$ cat config.mk
export PLATFORM = sky130hd
export DESIGN_NAME = lmm_cell
export DESIGN_NICKNAME = d
export VERILOG_FILES = /design/src/hw/rtl/lmm_pkg.sv /design/src/hw/rtl/lmm_cell.sv
export SDC_FILE = /design/constraint.sdc
export NUM_CORES = 1
export LEC_CHECK = 0
export BUFFER_PORTS_ARGS = -buffer_cell sky130_fd_sc_hd__buf_2
export CORE_ASPECT_RATIO = 0.6
export CORE_MARGIN = 3
export CORE_UTILIZATION = 47
export DETAILED_ROUTE_END_ITERATION = 16
export PLACE_DENSITY = 0.94
export SYNTH_ARGS = -nofsm -noshare
export SYNTH_HDL_FRONTEND = slang
export SYNTH_SLANG_ARGS = --single-unit
$ cat constraint.sdc
create_clock -name clk_i -period 2.1 [get_ports clk_i]
set_clock_uncertainty 0.1 [all_clocks]
set_input_delay 0.42 -clock clk_i [delete_from_list [all_inputs] [get_ports clk_i]]
set_output_delay 0.42 -clock clk_i [all_outputs]
set_load 0.05 [all_outputs]
$ cat src/hw/rtl/lmm_pkg.sv
`timescale 1ns / 1ps
// Package of the 3x3 local-maximum marker: widths, register indexes and shared types.
// Depends on nothing; every other file of the block imports it.
package lmm_pkg;

  localparam int MAX_WIDTH   = 1024;
  localparam int SAMPLE_BITS = 16;
  localparam int COL_BITS    = $clog2(MAX_WIDTH);
  localparam int WCFG_BITS   = COL_BITS + 1;
  localparam int ROW_BITS    = 16;
  localparam int CFG_BITS    = 16;
  localparam int SLOTS       = 4;

  localparam logic [WCFG_BITS-1:0] WIDTH_RESET  = WCFG_BITS'(MAX_WIDTH);
  localparam logic [ROW_BITS-1:0]  HEIGHT_RESET = ROW_BITS'(1);

  typedef logic signed [SAMPLE_BITS-1:0] sample_t;

  localparam sample_t SAMPLE_MIN = {1'b1, {(SAMPLE_BITS-1){1'b0}}};
  localparam sample_t SAMPLE_MAX = {1'b0, {(SAMPLE_BITS-1){1'b1}}};

  typedef enum logic [0:0] {
    CFG_FRAME_WIDTH  = 1'b0,
    CFG_FRAME_HEIGHT = 1'b1
  } cfg_reg_e;

  // One window column, index 0 is the row two above, index 2 the newest row.
  typedef sample_t [2:0] column_t;
  // Window of three columns, index 2 is the newest column.
  typedef column_t [2:0] window_t;

  typedef struct packed {
    sample_t two_above;
    sample_t above;
  } line_word_t;

  typedef struct packed {
    logic [SLOTS-1:0]    mask;
    logic [ROW_BITS-1:0] row;
    logic [COL_BITS-1:0] col;
  } job_t;

  typedef struct packed {
    logic job_ready;
    logic busy;
  } emit_stat_t;

endpackage

$ cat src/hw/rtl/lmm_cell.sv
`timescale 1ns / 1ps
// One column cell of the 3x3 window chain: holds three samples and passes them on
// to its older neighbour on every shift. Depends on lmm_pkg.
module lmm_cell import lmm_pkg::*; (
  input  logic    clk_i,
  input  logic    rst_ni,
  input  logic    shift_i,
  input  column_t col_i,
  output column_t col_o
);

  column_t col_q;
  column_t col_d;

  always_comb begin
    col_d = shift_i ? col_i : col_q;
  end

  always_ff @(posedge clk_i or negedge rst_ni) begin
    if (!rst_ni) begin
      col_q <= '0;
    end else begin
      col_q <= col_d;
    end
  end

  assign col_o = col_q;

endmodule

==> results by group, run 1 <==
Run status
  • Run status: complete, no violations

Route
  • Drt pass-1 iters: 4
  • DRT iter0 DRCs: 10
  • Vias/cell: between 4 and 5
  • Residual DRC: 0
  • Routed length per instance: 15.0 microns
  • DRT antenna net count: 0
  • DRT Wirelength: roughly 3800 microns
  • Vias: between 1000 and 1500

Synth
  • Syn Inst Count: a little over 100
  • #FFs+latches synth: 48
  • Synth top area cells: dfrtp_1, mux2_2, mux2_4, buf_6, buf_2
  • Yosys warns: 0
  • Sequential area share after synthesis: between 60 and 70%
  • Mapped cell area: roughly 1900 sq um
  • Syn Area/Cell: about 18 sq um
  • Yosys top cell area share: 64.6%
  • Synth area leader: dfrtp_1
  • Synth cell types: 5
  • Syn Nets: 152

Clock network
  • Root buffer cell: clkbuf_8
  • Cts bufs inserted: 5
  • Clock sink total: between 40 and 50
  • Clock tree buffer depth: 2
  • PostCTS Resize Cnt: 0
  • Max H-tree Level: 2
  • CTS tree: done
  • Clk Latency, worst-skew pair: 0.29 ns
  • Clk slew on worst S/H paths: ~0.090 ns

STA
  • Final setup fails: 0
  • Setup TNS Final: 0 ns
  • Final Cycle Share: 69.9%
  • Slew Limit Fails: 0
  • Maximum clock frequency: ~700 MHz
  • Minimum clock period: about 1.5 ns
  • Final Hold Vio Count: 0
  • Unrepaired setup endpoints after global routing: false
  • Measured slew at the worst slew-check pin: 0.526 ns
  • Relative slew slack: ~65%

Place
  • GP Congestion: around 0.74
  • Port bufs: roughly 100
  • Placed cells: between 200 and 250
  • DP HPWL: ~2900 microns
  • Placed Area: 2410 sq um

Setup path
  • R2r startpoint: col_o[25]$_DFFE_PN0P_
  • Startpoint Class: flop
  • CP Depth: 1
  • Crit path largest cell delay: ~0.38 ns
  • Reg2reg end: col_o[25]$_DFFE_PN0P_
  • CP Capture Type: primary output
  • Worst setup path end: col_o[31]
  • Cells on worst reg2reg path: 1
  • Worst path required time: 1.58 ns
  • CP max FO: 2
  • Critical path's top delay family: flip-flops
  • Reg2reg setup slack: approximately 1.2 ns
  • Crit path launch: col_o[31]$_DFFE_PN0P_
  • Slowest-stage cell, CP: dfrtp_1
  • Crit path cell chain: buf_2
  • CP Buf/Inv Count: 1
  • CP Class: flop to primary output
  • Worst Path Arrival: 0.95 ns

Die
  • I/O pins: around 100
  • Core Area: 3740 sq um
  • Die H: approximately 55 microns
  • Row count: 17
  • Die Wd: 87.2 microns
  • Initial Util: between 40 and 50%
  • Die Area: 4770 sq um

Finish
  • Most frequent cells in the layout: buf_2, dfrtp_1, mux2_2
  • Share of layout cells above drive strength 1: 76.3%
  • Most common cell after layout, fill and taps aside: buf_2
  • Filler Cell Count: between 200 and 300
  • Non-Filler Instances: 254
  • Final Cell Area: between 2000 and 3000 sq um
  • Multi-input gate area: 616 sq um
  • Nets: 257
  • Register area: between 1000 and 1500 sq um
  • Max reg flops: 48
  • Area grow syn2layout: 34.7%
  • Diode count: 0

GRT
  • First-pass GRT wire length: ~5600 microns
  • Remaining Overflow, GRT: 0
  • Largest net degree at the start of global routing: 38
  • Tot GR Track Use: 16.3%
  • Initial antenna violation count: 0
  • Vias in the first global route: between 1000 and 1500

Power
  • Clock Power Share: a little under a quarter
  • Net Switching: roughly 0.0008 W
  • Final total power: approximately 0.0022 W
  • VDD IR max: about 0.0005 V
  • Power Density: around 900 nW/um^2
  • Switch share: a little over a third
  • Comb pwr share: around 29%
  • LEAKAGE: 1.30 nW
  • Cell internal pwr: 0.00146 W
  • Sequential share of power: 47.4%

Min path
  • Hold WC Path Type: primary input to flop
  • Worst Hold Depth: 2

Job
  • Max_cap viols: 0
-- per-layer routing --
metal	wire length, microns	global-route usage (%)	vias to the layer above	share of wire, %
met1	1620	20.2	576	43
met3	482	7.52	5	13
met5	0	0	-	0
met4	34	6.12	0	0.90
met2	1660	25.4	66	44
li1	-	-	563	-
-- worst min-delay path by stage --
| stage | from | endpoint | slack [ns] |
|---|---|---|---|
| after floorplan | rst_ni | col_o[0]$_DFFE_PN0P_ | 0.02 |
| after CTS | col_i[27] | col_o[27]$_DFFE_PN0P_ | 0.24 |
| after detailed placement | rst_ni | col_o[27]$_DFFE_PN0P_ | 0.33 |
| after global placement | rst_ni | col_o[27]$_DFFE_PN0P_ | 0.33 |
| after global routing | col_i[19] | col_o[19]$_DFFE_PN0P_ | 0.23 |
| final | col_i[7] | col_o[7]$_DFFE_PN0P_ | 0.25 |
-- cells by family after synthesis --
logic type / after synthesis / share of synthesized area, %
buf+inv: 5 / 2.35
mux: 48 / 33.1
flops: 48 / 64.6
-- power groups by stage --
| stage | Clock, W | Sequential (W) | Combinational (W) |
|---|---|---|---|
| after global placement | 0 | 0.00108 | 0.000652 |
| final | 0.000524 | 0.00106 | 0.000656 |
| after CTS | 0.000546 | 0.00107 | 0.000665 |
| after global routing | 0.000587 | 0.00108 | 0.000689 |
| after detailed placement | 0 | 0.00108 | 0.000663 |
| after floorplan | 0 | 0.00141 | 0.000142 |
-- timing repair --
item                                   4_1_cts  5_1_grt
hold buffers                                 1        0
endpoints found under the hold margin        2        0
buffers inserted                             0        0
-- cell usage after synthesis --
cell type / number
mux2_2: 28
buf_2: 2
buf_6: 3
mux2_4: 20
dfrtp_1: 48
-- stage by stage --
step | hold WS, ns | utilization, % | setup slack (ns)
after floorplan | 0.0244 | - | 0.877
after global placement | 0.328 | 64.3 | 0.732
after detailed placement | 0.331 | 64.3 | 0.701
after CTS | 0.238 | 66.9 | 0.623
after global routing | 0.234 | 66.9 | 0.589
final | 0.250 | 66.9 | 0.633
-- final cells by class --
type | instances | area share, %
multi-input combinational | 48 | 24.6
clock inverter | 3 | 0.749
timing repair buffer | 103 | 21.7
clock buffer | 5 | 2.75
sequential | 48 | 47.9
tap | 47 | 2.35
Power figures use the tool's default switching activity.
==> run 2: changes to the inputs <==
- CORE_UTILIZATION: 47 -> 44
- PLACE_DENSITY: 0.94 -> 0.9
- clock period: 2.1 -> 1.4 ns (I/O delays scaled with it)
==> results by group, run 2 (synthesis gave the netlist of run 1 again) <==
Clock network
  • Max H-tree Level: 2
  • Cts bufs inserted: 5
  • CTS tree: done
  • Root buffer cell: clkbuf_8
  • Clock sink total: between 40 and 50
  • Clk Latency, worst-skew pair: between 0.2 and 0.3 ns
  • Clk slew on worst S/H paths: ~0.08 ns
  • Clock tree buffer depth: 2

Route
  • Vias: 1220
  • Residual DRC: 0
  • Routed length per instance: between 10 and 15 microns
  • DRT iter0 DRCs: 14
  • DRT antenna net count: 0
  • Vias/cell: approximately 4.7
  • Drt pass-1 iters: 4
  • DRT Wirelength: between 3000 and 4000 microns

Die
  • Die Wd: ~90 microns
  • Die Area: 5070 sq um
  • Core Area: 3870 sq um
  • I/O pins: a little under 100
  • Row count: 17
  • Initial Util: a little under 50%
  • Die H: between 50 and 60 microns

Min path
  • Worst Hold Depth: 2
  • Hold WC Path Type: primary input to flop
  • HP Start: col_i[7]
  • Hold path endpoint: col_o[7]$_DFFE_PN0P_

Setup path
  • Reg2reg setup slack: 0.52 ns
  • Worst path required time: roughly 1 ns
  • CP Buf/Inv Count: 1
  • CP max FO: 2
  • Crit path largest cell delay: about 0.37 ns
  • Slowest-stage cell, CP: dfrtp_1
  • Critical path's top delay family: flip-flops
  • Worst Path Arrival: around 0.9 ns
  • CP Class: flop to primary output
  • CP Capture Type: primary output
  • Cells on worst reg2reg path: 1
  • Startpoint Class: flop
  • Crit path cell chain: buf_2
  • Reg2reg end: col_o[35]$_DFFE_PN0P_
  • R2r startpoint: col_o[35]$_DFFE_PN0P_

GRT
  • First-pass GRT wire length: 6500 microns
  • Initial antenna violation count: 0
  • Vias in the first global route: ~1300
  • Tot GR Track Use: between 10% and 20%
  • Remaining Overflow, GRT: 0
  • Largest net degree at the start of global routing: 49

Finish
  • Max reg flops: 48
  • Area grow syn2layout: 36.9%
  • Non-Filler Instances: between 200 and 300
  • Diode count: 0
  • Filler Cell Count: approximately 300
  • Nets: around 260
  • Final Util: approximately 66%
  • Most frequent cells in the layout: buf_2, dfrtp_1, mux2_2
  • Most common cell after layout, fill and taps aside: buf_2
  • Share of layout cells above drive strength 1: 76.0%

STA
  • Unrepaired setup endpoints after global routing: false
  • Final setup fails: 0
  • Slew Limit Fails: 0
  • Final Cycle Share: between 90% and 100%
  • Worst hold margin: around 0.11 ns
  • Maximum clock frequency: 769 MHz
  • Minimum clock period: 1.30 ns
  • Setup TNS Final: 0 ns
  • Measured slew at the worst slew-check pin: approximately 0.26 ns
  • Relative slew slack: between 80% and 90%
  • Final Hold Vio Count: 0

Power
  • VDD IR max: between 0.0007 and 0.0008 V
  • Power Density: 1370 nW/um^2
  • Sequential share of power: a little under half
  • LEAKAGE: ~1.3 nW
  • Net Switching: between 0.001 and 0.0015 W
  • Comb pwr share: between 20% and 30%
  • Clock Power Share: 26.1%
  • Switch share: about a third
  • Cell internal pwr: approximately 0.0024 W

Job
  • Max_cap viols: 0

Place
  • Port bufs: a little under 100
  • GP Congestion: roughly 0.7
  • DP HPWL: approximately 3000 microns
  • Placed cells: 254

Run status
  • Run status: complete, no violations
## run 2: power groups by stage
stage,registers (W),clock network [W],logic (W)
6_report,0.00160,0.000912,0.000993
5_1_grt,0.00162,0.00102,0.00104
4_1_cts,0.00160,0.000948,0.00101
3_5_place_dp,0.00162,0,0.00100
3_3_place_gp,0.00162,0,0.000988
2_1_floorplan,0.00212,0,0.000213
## run 2: routing by layer
| layer | track usage (%) | up-vias | share of wire (%) |
|---|---|---|---|
| li1 | - | 556 | - |
| met1 | 20.0 | 598 | 43 |
| met2 | 27.8 | 61 | 49 |
| met3 | 5.49 | 5 | 7.6 |
| met4 | 5.88 | 0 | 0.59 |
| met5 | 0 | - | 0 |
## run 2: worst max path at each step
stage | start | endpoint | depth (start not counted)
4_1_cts | col_o[47]$_DFFE_PN0P_ | col_o[47] | 1
2_1_floorplan | col_o[25]$_DFFE_PN0P_ | col_o[25]$_DFFE_PN0P_ | 1
3_3_place_gp | shift_i | col_o[20]$_DFFE_PN0P_ | 3
3_5_place_dp | shift_i | col_o[16]$_DFFE_PN0P_ | 3
6_report | col_o[35]$_DFFE_PN0P_ | col_o[35] | 1
5_1_grt | col_o[46]$_DFFE_PN0P_ | col_o[46] | 1
## run 2: final cells by class
cell class	instances	area, sq um	share of cell area, %
repair buffers	102	561	22.0
clock buffers	5	68.8	2.70
flip-flops and latches	48	1200	47.2
multi-input cells	48	616	24.2
clock inverters	1	30.0	1.18
well taps	57	71.3	2.80
## run 2: metrics by stage
stage               power [W]  area [sq um]  setup WS, ns
floorplan             0.00233          1860         0.306
global placement      0.00260          2440         0.202
detailed placement    0.00263          2440         0.171
CTS                   0.00355          2550        0.0737
global route          0.00368          2550        0.0328
finish                0.00350          2550        0.0992
## run 2: timing repair
action | CTS | global route
hold buffers | 1 | 0
hold endpoints to repair | 48 | 0
setup buffers | 0 | 0
resized for setup | 0 | 0
