### src/hw/rtl/lmm_pkg.sv
`timescale 1ns / 1ps
// Package of the 3x3 local-maximum marker: widths, register indexes and shared types.
// Depends on nothing; every other file of the block imports it.
package lmm_pkg;

  localparam int MAX_WIDTH   = 1024;
  localparam int SAMPLE_BITS = 16;
  localparam int COL_BITS    = $clog2(MAX_WIDTH);
  localparam int WCFG_BITS   = COL_BITS + 1;
  localparam int ROW_BITS    = 16;
  localparam int CFG_BITS    = 16;
  localparam int SLOTS       = 4;

  localparam logic [WCFG_BITS-1:0] WIDTH_RESET  = WCFG_BITS'(MAX_WIDTH);
  localparam logic [ROW_BITS-1:0]  HEIGHT_RESET = ROW_BITS'(1);

  typedef logic signed [SAMPLE_BITS-1:0] sample_t;

  localparam sample_t SAMPLE_MIN = {1'b1, {(SAMPLE_BITS-1){1'b0}}};
  localparam sample_t SAMPLE_MAX = {1'b0, {(SAMPLE_BITS-1){1'b1}}};

  typedef enum logic [0:0] {
    CFG_FRAME_WIDTH  = 1'b0,
    CFG_FRAME_HEIGHT = 1'b1
  } cfg_reg_e;

  // One window column, index 0 is the row two above, index 2 the newest row.
  typedef sample_t [2:0] column_t;
  // Window of three columns, index 2 is the newest column.
  typedef column_t [2:0] window_t;

  typedef struct packed {
    sample_t two_above;
    sample_t above;
  } line_word_t;

  typedef struct packed {
    logic [SLOTS-1:0]    mask;
    logic [ROW_BITS-1:0] row;
    logic [COL_BITS-1:0] col;
  } job_t;

  typedef struct packed {
    logic job_ready;
    logic busy;
  } emit_stat_t;

endpackage

### src/hw/rtl/lmm_if.sv


interface lmm_result_if;
  import lmm_pkg::*;
  logic                valid;
  logic                ready;
  logic [ROW_BITS-1:0] out_row;
  logic [COL_BITS-1:0] out_col;
  sample_t             out_value;
  logic                is_max;
  logic                run_last;

  modport source (output valid, output out_row, output out_col, output out_value,
                  output is_max, output run_last, input ready);
  modport sink (input valid, input out_row, input out_col, input out_value,
                input is_max, input run_last, output ready);
endinterface

### src/hw/rtl/lmm_emit.sv
`timescale 1ns / 1ps
// Result sequencer: takes the set of results due for one sample and, while the output
// is not stalled, evaluates one window element a cycle against its existing neighbours
// and drives the output register. Depends on lmm_pkg and lmm_if.
module lmm_emit import lmm_pkg::*; (
  input  logic                clk_i,
  input  logic                rst_ni,
  input  logic                load_i,
  input  job_t                job_i,
  input  window_t             window_i,
  output emit_stat_t          stat_o,
  lmm_result_if.source        out_if
);

  logic [SLOTS-1:0]    mask_q, mask_d;
  logic [ROW_BITS-1:0] row_q, row_d;
  logic [COL_BITS-1:0] col_q, col_d;
  logic                out_valid_q, out_valid_d;
  logic [ROW_BITS-1:0] out_row_q, out_row_d;
  logic [COL_BITS-1:0] out_col_q, out_col_d;
  sample_t             out_value_q, out_value_d;
  logic                out_max_q, out_max_d;
  logic                out_last_q, out_last_d;

  sample_t          pad [4][4];
  logic [1:0]       sel;
  logic [SLOTS-1:0] sel_oh;
  logic [SLOTS-1:0] rest;
  logic             top_pair;
  logic             up, down, left, right;
  logic [1:0]       wr, wc, ri, ci;
  logic             row_ok, col_ok;
  sample_t          centre, nb;
  logic             is_max;
  logic             fire;

  // Pick the earliest pending result and evaluate its centre element.
  always_comb begin
    for (int k = 0; k < 4; k++) begin
      for (int j = 0; j < 4; j++) begin
        pad[k][j] = '0;
      end
    end
    for (int k = 0; k < 3; k++) begin
      for (int j = 0; j < 3; j++) begin
        pad[k][j] = window_i[j][k];
      end
    end

    if (mask_q[0]) begin
      sel = 2'd0;
    end else if (mask_q[1]) begin
      sel = 2'd1;
    end else if (mask_q[2]) begin
      sel = 2'd2;
    end else begin
      sel = 2'd3;
    end
    sel_oh   = SLOTS'(1) << sel;
    rest     = mask_q & ~sel_oh;
    top_pair = !sel[1];

    up    = top_pair ? (row_q > ROW_BITS'(1)) : (row_q != '0);
    down  = top_pair;
    left  = sel[0] ? (col_q != '0) : (col_q > COL_BITS'(1));
    right = !sel[0];
    wr    = top_pair ? 2'd1 : 2'd2;
    wc    = sel[0] ? 2'd2 : 2'd1;

    centre = pad[wr][wc];
    is_max = 1'b1;
    ri     = '0;
    ci     = '0;
    nb     = '0;
    row_ok = 1'b0;
    col_ok = 1'b0;
    for (int dr = 0; dr < 3; dr++) begin
      for (int dc = 0; dc < 3; dc++) begin
        ri     = wr + 2'(dr) - 2'd1;
        ci     = wc + 2'(dc) - 2'd1;
        nb     = pad[ri][ci];
        row_ok = (dr == 0) ? up : ((dr == 2) ? down : 1'b1);
        col_ok = (dc == 0) ? left : ((dc == 2) ? right : 1'b1);
        if (!(dr == 1 && dc == 1) && row_ok && col_ok && !(centre > nb)) begin
          is_max = 1'b0;
        end
      end
    end
  end

  assign fire = (mask_q != '0) && (!out_valid_q || out_if.ready);

  always_comb begin
    mask_d = mask_q;
    row_d  = row_q;
    col_d  = col_q;
    if (load_i) begin
      mask_d = job_i.mask;
      row_d  = job_i.row;
      col_d  = job_i.col;
    end else if (fire) begin
      mask_d = rest;
    end
  end

  always_comb begin
    out_valid_d = out_valid_q;
    out_row_d   = out_row_q;
    out_col_d   = out_col_q;
    out_value_d = out_value_q;
    out_max_d   = out_max_q;
    out_last_d  = out_last_q;
    if (fire) begin
      out_valid_d = 1'b1;
      out_row_d   = top_pair ? (row_q - ROW_BITS'(1)) : row_q;
      out_col_d   = sel[0] ? col_q : (col_q - COL_BITS'(1));
      // Negating the most negative sample saturates to the largest positive one.
      if (!is_max) begin
        out_value_d = centre;
      end else if (centre == SAMPLE_MIN) begin
        out_value_d = SAMPLE_MAX;
      end else begin
        out_value_d = -centre;
      end
      out_max_d  = is_max;
      out_last_d = (rest == '0);
    end else if (out_if.ready) begin
      out_valid_d = 1'b0;
    end
  end

  always_ff @(posedge clk_i or negedge rst_ni) begin
    if (!rst_ni) begin
      mask_q      <= '0;
      out_valid_q <= 1'b0;
    end else begin
      mask_q      <= mask_d;
      out_valid_q <= out_valid_d;
    end
  end

  always_ff @(posedge clk_i) begin
    row_q       <= row_d;
    col_q       <= col_d;
    out_row_q   <= out_row_d;
    out_col_q   <= out_col_d;
    out_value_q <= out_value_d;
    out_max_q   <= out_max_d;
    out_last_q  <= out_last_d;
  end

  assign stat_o.busy      = (mask_q != '0);
  assign stat_o.job_ready = (mask_q == '0) || (fire && (rest == '0));

  assign out_if.valid     = out_valid_q;
  assign out_if.out_row   = out_row_q;
  assign out_if.out_col   = out_col_q;
  assign out_if.out_value = out_value_q;
  assign out_if.is_max    = out_max_q;
  assign out_if.run_last  = out_last_q;

endmodule

### src/flat_wrapper.sv
// flat-port wrapper written by rule: the top's interface ports become plain ports
module lmm_emit_flat import lmm_pkg::*;
  (clk_i, rst_ni, load_i, job_i, window_i, stat_o, out_if_valid, out_if_out_row, out_if_out_col, out_if_out_value, out_if_is_max, out_if_run_last, out_if_ready);
  lmm_result_if out_if_i ();
  input  logic clk_i;
  input  logic rst_ni;
  input  logic load_i;
  input  job_t job_i;
  input  window_t window_i;
  output emit_stat_t stat_o;
  output wire logic [$bits(out_if_i.valid)-1:0] out_if_valid;
  output wire logic [$bits(out_if_i.out_row)-1:0] out_if_out_row;
  output wire logic [$bits(out_if_i.out_col)-1:0] out_if_out_col;
  output wire logic [$bits(out_if_i.out_value)-1:0] out_if_out_value;
  output wire logic [$bits(out_if_i.is_max)-1:0] out_if_is_max;
  output wire logic [$bits(out_if_i.run_last)-1:0] out_if_run_last;
  input wire logic [$bits(out_if_i.ready)-1:0] out_if_ready;
  assign out_if_valid = out_if_i.valid;
  assign out_if_out_row = out_if_i.out_row;
  assign out_if_out_col = out_if_i.out_col;
  assign out_if_out_value = out_if_i.out_value;
  assign out_if_is_max = out_if_i.is_max;
  assign out_if_run_last = out_if_i.run_last;
  assign out_if_i.ready = out_if_ready;
  lmm_emit u_core (.clk_i(clk_i), .rst_ni(rst_ni), .load_i(load_i), .job_i(job_i), .window_i(window_i), .stat_o(stat_o), .out_if(out_if_i));
endmodule
### config.mk
export PLATFORM = sky130hd
export DESIGN_NAME = lmm_emit_flat
export DESIGN_NICKNAME = d
export VERILOG_FILES = /design/src/hw/rtl/lmm_pkg.sv /design/src/hw/rtl/lmm_if.sv /design/src/hw/rtl/lmm_emit.sv /design/src/flat_wrapper.sv
export SDC_FILE = /design/constraint.sdc
export NUM_CORES = 1
export LEC_CHECK = 0
export ABC_AREA = 1
export BUFFER_PORTS_ARGS = -buffer_cell sky130_fd_sc_hd__buf_2
export CAP_MARGIN = 0
export CORE_MARGIN = 3
export CORE_UTILIZATION = 50
export CTS_CLUSTER_SIZE = 10
export DETAILED_ROUTE_END_ITERATION = 7
export PLACE_DENSITY_LB_ADDON = 0.05
export SLEW_MARGIN = 20
export SYNTH_ARGS = -nofsm -noshare
export SYNTH_HDL_FRONTEND = slang
export SYNTH_SLANG_ARGS = --single-unit
### constraint.sdc
create_clock -name clk_i -period 3.48 [get_ports clk_i]
set_input_delay 0.174 -clock clk_i [delete_from_list [all_inputs] [get_ports clk_i]]
set_output_delay 0.174 -clock clk_i [all_outputs]
set_load 0.1 [all_outputs]
==> results of run 1 <==
[power by group through the flow]
stage          clock network, mW  logic [mW]  registers, mW
4_1_cts                    0.975        4.19           1.19
3_3_place_gp                   0        3.71           1.21
2_1_floorplan                  0        1.95           1.81
6_report                   0.974        4.71           1.19
5_1_grt                     1.01        5.03           1.20
3_5_place_dp                   0        3.76           1.21
[cell type report]
| class | count | area share |
|---|---|---|
| diodes | 1 | 0.000186 |
| inverters | 140 | 0.0412 |
| multi-input cells | 1070 | 0.517 |
| repair buffers | 406 | 0.231 |
| repair inverters | 2 | 0.000931 |
| flip-flops and latches | 75 | 0.166 |
| clock inverters | 7 | 0.00615 |
| clock buffers | 9 | 0.0168 |
| well taps | 225 | 0.0210 |
[per-layer routing]
layer	GRT usage	share of wire	wire, um	up-vias
met4	0.130	0.055	2110	2
met3	0.0859	0.11	4220	167
met1	0.467	0.39	14900	5152
met5	0	0.00039	15	-
met2	0.564	0.44	17000	674
li1	-	-	-	5336
[sequential cells by signal, indices dropped and copies added (netlist names)]
signal and cells:
u_core.out_if.out_row 16, u_core.out_if.out_value 16, u_core.row_q 16, u_core.col_q 10
u_core.out_if.out_col 10, u_core.mask_q 4, u_core.out_if.is_max 1, u_core.out_if.run_last 1
u_core.out_if.valid 1
[what timing repair did]
item | 4_1_cts | 5_1_grt
resized for setup | 115 | 116
endpoints found under the hold margin | 5 | 3
pin swaps | 37 | 46
buffers inserted | 22 | 22
hold buffers | 1 | 3
setup endpoints to repair | 17 | 17
gates cloned | 12 | 3
[cell usage in the layout, fill, tap and decap left out, types with 12 or more instances in the layout]
master       n
nand4_1     25
a21oi_1     54
clkbuf_16   12
nand3_2     15
buf_4      127
nand3_1     68
ha_1        92
buf_6       15
ha_4        21
nor3_1      36
o21ai_1     19
nand2_2     44
edfxtp_1    70
inv_1      125
o21ai_0     65
buf_2      223
nand2_1    379
nor2_1      73
o21ai_2     23
o21ai_4     17
a31oi_1     14
xor2_1      14
buf_12      24
o221ai_1    15
a32o_1      12
[logic make-up after synthesis]
kind of cell / Yosys count / share of synthesized area
xor+xnor: 18 / 0.0172
buf+inv: 200 / 0.0961
fa+ha+maj: 113 / 0.154
compound gates: 258 / 0.169
simple gates: 680 / 0.321
flops: 75 / 0.243
[through the flow]
stage | std cells | util
6_report | 1935 | 0.761
5_1_grt | 1935 | 0.761
4_1_cts | 1908 | 0.715
3_5_place_dp | 1858 | 0.645
3_3_place_gp | 1858 | 0.645
2_1_floorplan | 1344 | -
[worst reg2reg max path: stages (launching register included)]
cell and delay, ns:
dfrtp_1 0.42, nor2_4 0.16, buf_12 0.17, buf_6 0.15
buf_16 0.15, nand2_1 0.09, a32o_1 0.30, ha_1 0.32
a21oi_1 0.23, a21oi_1 0.11, a211oi_2 0.17, o221ai_1 0.12
inv_1 0.09, nand2_1 0.07, nand2_1 0.07, nand3_1 0.07
nand2_1 0.12, nand3_2 0.13, nand2_4 0.20, nand2_8 0.10
nand2_2 0.09, nand2_2 0.05
[worst max-delay path by stage]
stage / cells after the start / to / startpoint / slack, ns
2_1_floorplan: 27 / u_core.out_if.out_value[7] / u_core.mask_q[2] / 0.00009
3_3_place_gp: 20 / u_core.out_if.is_max / u_core.mask_q[1] / -0.18
6_report: 21 / u_core.out_if.out_value[5] / u_core.mask_q[1] / -0.15
4_1_cts: 23 / u_core.out_if.out_value[13] / u_core.mask_q[1] / -0.006
3_5_place_dp: 22 / u_core.out_if.is_max / u_core.mask_q[1] / -0.21
5_1_grt: 23 / u_core.out_if.out_value[14] / u_core.mask_q[1] / -0.27
==> flow_summary.json, run 1 <==
{
  "outcome": "complete, but fails checks",
  "violations": "setup timing",
  "synth_area_leaders": "edfxtp_1 23%, nand2_1 17%, ha_1 15%",
  "fin_crit_ns": 3.63,
  "coreArea_um2": 17700,
  "port_buffers": 224,
  "initial_utilization": 0.520,
  "crit_fanout": 12,
  "drive_gt1_frac": 0.352,
  "wirelength_um": 38200,
  "stdcell_area_um2": 13400,
  "max-slew-margin-rel": 0.546,
  "drv_cap": 0,
  "p_clk_frac": 0.142,
  "path_buf_inv": 4,
  "grt_max_degree": 50,
  "skew_ns": 0.00919,
  "required_ns": 3.57,
  "max-clock-path-buffers": 2,
  "worst_slack_ns": -0.151,
  "cts.clk_slew.worst_paths_ns": 0.07,
  "synth_common_cells": "419 x nand2_1, 135 x inv_1, 113 x ha_1",
  "place_area_um2": 11400,
  "critPathTopFamily": "simple AND/OR/NAND/NOR gates",
  "setup_viol": 17,
  "std_cell_rows": 48,
  "clockRootBuffer": "clkbuf_16",
  "antenna_left": 0,
  "wl_per_cell_um": 19.8,
  "period_share": 1.04,
  "numCtsBuffers": 9,
  "async_flop_share": 0.0667,
  "drcViolationCount": 0,
  "synth_area_um2": 9180,
  "start_kind": "register",
  "vias_per_cell": 5.86,
  "die_w_um": 141,
  "fin_hold_ws_ns": 0.00433,
  "io_pins": 225,
  "die_y_um": 141,
  "combPwrFrac": 0.685,
  "hp-start": "job_i[20]",
  "grt_use_total": 0.353,
  "rsz0062_at_grt": "true",
  "total_power_mw": 6.88,
  "grt_pass1_wl_um": 55300,
  "crit_path_frequent_cell": "nand2_1",
  "fmax_mhz": 275,
  "slowest_stage": "dfrtp_1",
  "power.density_nw_per_um2": 512,
  "seq_area_frac_synth": 0.243,
  "slew_viol_final": 0,
  "yosysTopAreaCellShare": 0.229,
  "synthesis.instances": 1344,
  "p_leak_nw": 6.58,
  "crit_arrival_ns": 3.72,
  "critPathMaxStageDelay_ns": 0.42,
  "hold_violations": 0,
  "hold_end": "u_core.row_q[10]",
  "ir_drop_mv": 0.520,
  "endpoint_kind": "register",
  "grt_overflow_total": 0,
  "synth_edf_count": 70,
  "htreeDepth": 3,
  "cts_tree": "yes",
  "synthFlopType": "edfxtp_1",
  "r2r_slack_ns": -0.15,
  "worstSetupPathType": "reg -> reg",
  "place.gp.congestion": 0.999,
  "power.internal_mw": 3.50,
  "synth_most_common_cell": "nand2_1",
  "pre_cts_slack_ns": -0.206,
  "synth.distinct_cells": 54,
  "synth_top_area_cell": "edfxtp_1",
  "die_area_um2": 20000,
  "worstHoldPathCells": 1,
  "p_sw_frac": 0.491,
  "multi_input_area_um2": 6940,
  "setup_tns_ns": -2.19,
  "timing.rr.start": "u_core.mask_q[1]",
  "cts_sinks": 75,
  "syn2layout_area_growth_pct": 46.4,
  "reg2reg_to": "u_core.out_if.out_value[5]",
  "fill_cells": 1379,
  "clock_latency_ns": 0.34,
  "dr.pass1.iters": 7,
  "path_cells": "nor2_4 -> buf_12 -> buf_6 -> buf_16 -> nand2_1 -> a32o_1 -> ha_1 -> a21oi_1 -> a21oi_1 -> a211oi_2 -> o221ai_1 -> inv_1 -> nand2_1 -> nand2_1 -> nand3_1 -> nand2_1 -> nand3_2 -> nand2_4 -> nand2_8 -> nand2_2 -> nand2_2",
  "dp_hpwl_um": 28100,
  "drt_iter0_markers": 1105,
  "power_switching_mw": 3.38,
  "area.sequential_um2": 2230,
  "seq_power_share": 0.173,
  "worst_pin_slew_ns": 0.681,
  "antenna_found_initial": 3,
  "r2r_cells": 21,
  "vias": 11300,
  "syn_nets": 1635,
  "ys_warn_count": 0,
  "ys_seq_elements": 75,
  "worstHoldPathType": "in -> reg",
  "avgSynthCellArea_um2": 6.83,
  "first_global_vias": 10200,
  "nets": 1995
}
Note: power is estimated with default switching activity, not from simulation.
==> inputs of run 2 (changes only) <==
PLACE_DENSITY = 0.78   (was default)
PLACE_DENSITY_LB_ADDON = default   (was 0.05)
==> run 2 against run 1 <==
  * The run still ends with setup timing left
  * First-iteration DRC count is 28% higher
  * Count of clock-buffer cells in the layout stayed put
  * Wire length is 4.8% lower
  * Sequential share of layout area is 0.68 points higher
  * Combinational power shrank 4.9%
  * Critical path depth increased by 4
  * Critical path type unchanged
  * Largest cell class unchanged
  * Largest power group unchanged
==> flow_summary.json, run 2 (synthesized netlist as in run 1, its figures left out) <==
{
  "outcome": "complete, but fails checks",
  "violations": "setup timing",
  "antenna_found_initial": 0,
  "place_area_um2": 11100,
  "initial_utilization": 0.520,
  "drt_iter0_markers": 1412,
  "worst_slack_ns": -0.174,
  "p_leak_nw": 6.33,
  "critPathMaxStageDelay_ns": 0.42,
  "power_switching_mw": 3.32,
  "port_buffers": 224,
  "cts_tree": "yes",
  "r2r_slack_ns": -0.17,
  "endpoint_kind": "register",
  "fmax_mhz": 274,
  "drv_cap": 0,
  "crit_fanout": 9,
  "dr.pass1.iters": 7,
  "max-clock-path-buffers": 2,
  "vias_per_cell": 5.92,
  "first_global_vias": 10100,
  "top_usage_layer": "met2",
  "combPwrFrac": 0.675,
  "period_share": 1.05,
  "fin_crit_ns": 3.65,
  "pre_cts_slack_ns": -0.224,
  "crit_arrival_ns": 3.75,
  "final_common_cell": "nand2_1",
  "seq_power_share": 0.180,
  "max-slew-margin-rel": 0.546,
  "required_ns": 3.58,
  "hold_end": "u_core.row_q[15]",
  "wirelength_um": 36400,
  "hold_violations": 0,
  "n_antenna_cell": 0,
  "htreeDepth": 3,
  "grt_pass1_wl_um": 51500,
  "numCtsBuffers": 9,
  "coreArea_um2": 17700,
  "timing.rr.start": "u_core.mask_q[1]",
  "power.internal_mw": 3.32,
  "vias": 11400,
  "dp_hpwl_um": 26100,
  "die_w_um": 141,
  "grt_util_met3": 0.0715,
  "cts.clk_slew.worst_paths_ns": 0.07,
  "crit_path_frequent_cell": "nand2_1",
  "fill_cells": 1392,
  "std_cell_rows": 48,
  "critPathTopFamily": "simple AND/OR/NAND/NOR gates",
  "grt_overflow_total": 0,
  "instances_no_fill": 1921,
  "hp-start": "job_i[25]",
  "final_util": 0.731,
  "met1_usage": 0.440,
  "p_sw_frac": 0.500,
  "die_area_um2": 20000,
  "worst_pin_slew_ns": 0.681,
  "grt_use_met2": 0.521,
  "io_pins": 225,
  "skew_ns": 0.00531,
  "slew_viol_final": 0,
  "start_kind": "register",
  "r2r_cells": 25,
  "grt_max_degree": 44,
  "drive_gt1_frac": 0.330,
  "setup_tns_ns": -2.21,
  "worstHoldPathCells": 1,
  "stdcell_area_um2": 12900,
  "drcViolationCount": 0,
  "clockRootBuffer": "clkbuf_16",
  "ir_drop_mv": 0.452,
  "nets": 1982,
  "worstSetupPathType": "reg -> reg",
  "setup_viol": 17,
  "antenna_left": 0,
  "worstHoldPathType": "in -> reg",
  "power.density_nw_per_um2": 514,
  "place.gp.congestion": 1.03,
  "final_cell_mix": "399 x nand2_1, 223 x buf_2, 136 x buf_4",
  "grt_use_total": 0.321,
  "cts_sinks": 75,
  "syn2layout_area_growth_pct": 40.7,
  "path_buf_inv": 7,
  "p_clk_frac": 0.145,
  "clock_latency_ns": 0.34,
  "rsz0062_at_grt": "true",
  "wl_per_cell_um": 18.9,
  "dp.cells": 1833,
  "slowest_stage": "dfrtp_1",
  "die_y_um": 141,
  "reg2reg_to": "u_core.out_if.out_value[1]"
}
## run 2: power by group through the flow
| stage | Combinational [mW] | Sequential [mW] | Clock (mW) |
|---|---|---|---|
| after floorplan | 1.95 | 1.81 | 0 |
| after detailed placement | 3.59 | 1.21 | 0 |
| after global routing | 4.82 | 1.20 | 0.998 |
| after global placement | 3.52 | 1.21 | 0 |
| final | 4.48 | 1.19 | 0.958 |
| after CTS | 3.71 | 1.19 | 0.958 |
## run 2: timing repair
action	in CTS	in global routing
gates resized for setup	28	154
pin swaps	9	54
endpoints found under the hold margin	7	9
cloned	2	7
buffers inserted	5	48
setup endpoints to repair	17	17
hold buffers	3	9
## run 2: layout make-up
class | count | area (um2) | share of cell area
Multi-Input combinational cell | 1071 | 6830 | 0.529
Timing Repair Buffer | 394 | 2720 | 0.211
Clock buffer | 9 | 225 | 0.0174
Clock inverter | 7 | 76.3 | 0.00591
Inverter | 140 | 553 | 0.0428
Tap cell | 225 | 282 | 0.0218
Sequential cell | 75 | 2230 | 0.173
## run 2: per-stage QoR
step | hold slack (ns) | power, mW
floorplan | -0.122 | 3.76
global placement | -0.00293 | 4.73
detailed placement | 0.00236 | 4.80
CTS | 0.000908 | 5.86
global route | 0.000246 | 7.02
finish | 0.00533 | 6.63
## run 2: how the worst max path moves through the flow
stage | startpoint | to | depth (start not counted)
5_1_grt | u_core.mask_q[1] | u_core.out_if.out_value[9] | 25
3_3_place_gp | u_core.mask_q[1] | u_core.out_if.out_value[11] | 23
2_1_floorplan | u_core.mask_q[2] | u_core.out_if.out_value[7] | 27
3_5_place_dp | u_core.mask_q[1] | u_core.out_if.out_value[14] | 23
4_1_cts | u_core.mask_q[0] | u_core.out_if.out_value[14] | 26
6_report | u_core.mask_q[1] | u_core.out_if.out_value[1] | 25
## run 2: metal layers
metal | up-vias | wire length (um)
li1 | 5288 | -
met1 | 5238 | 14000
met2 | 707 | 16900
met3 | 141 | 4180
met4 | 0 | 1300
met5 | - | 0
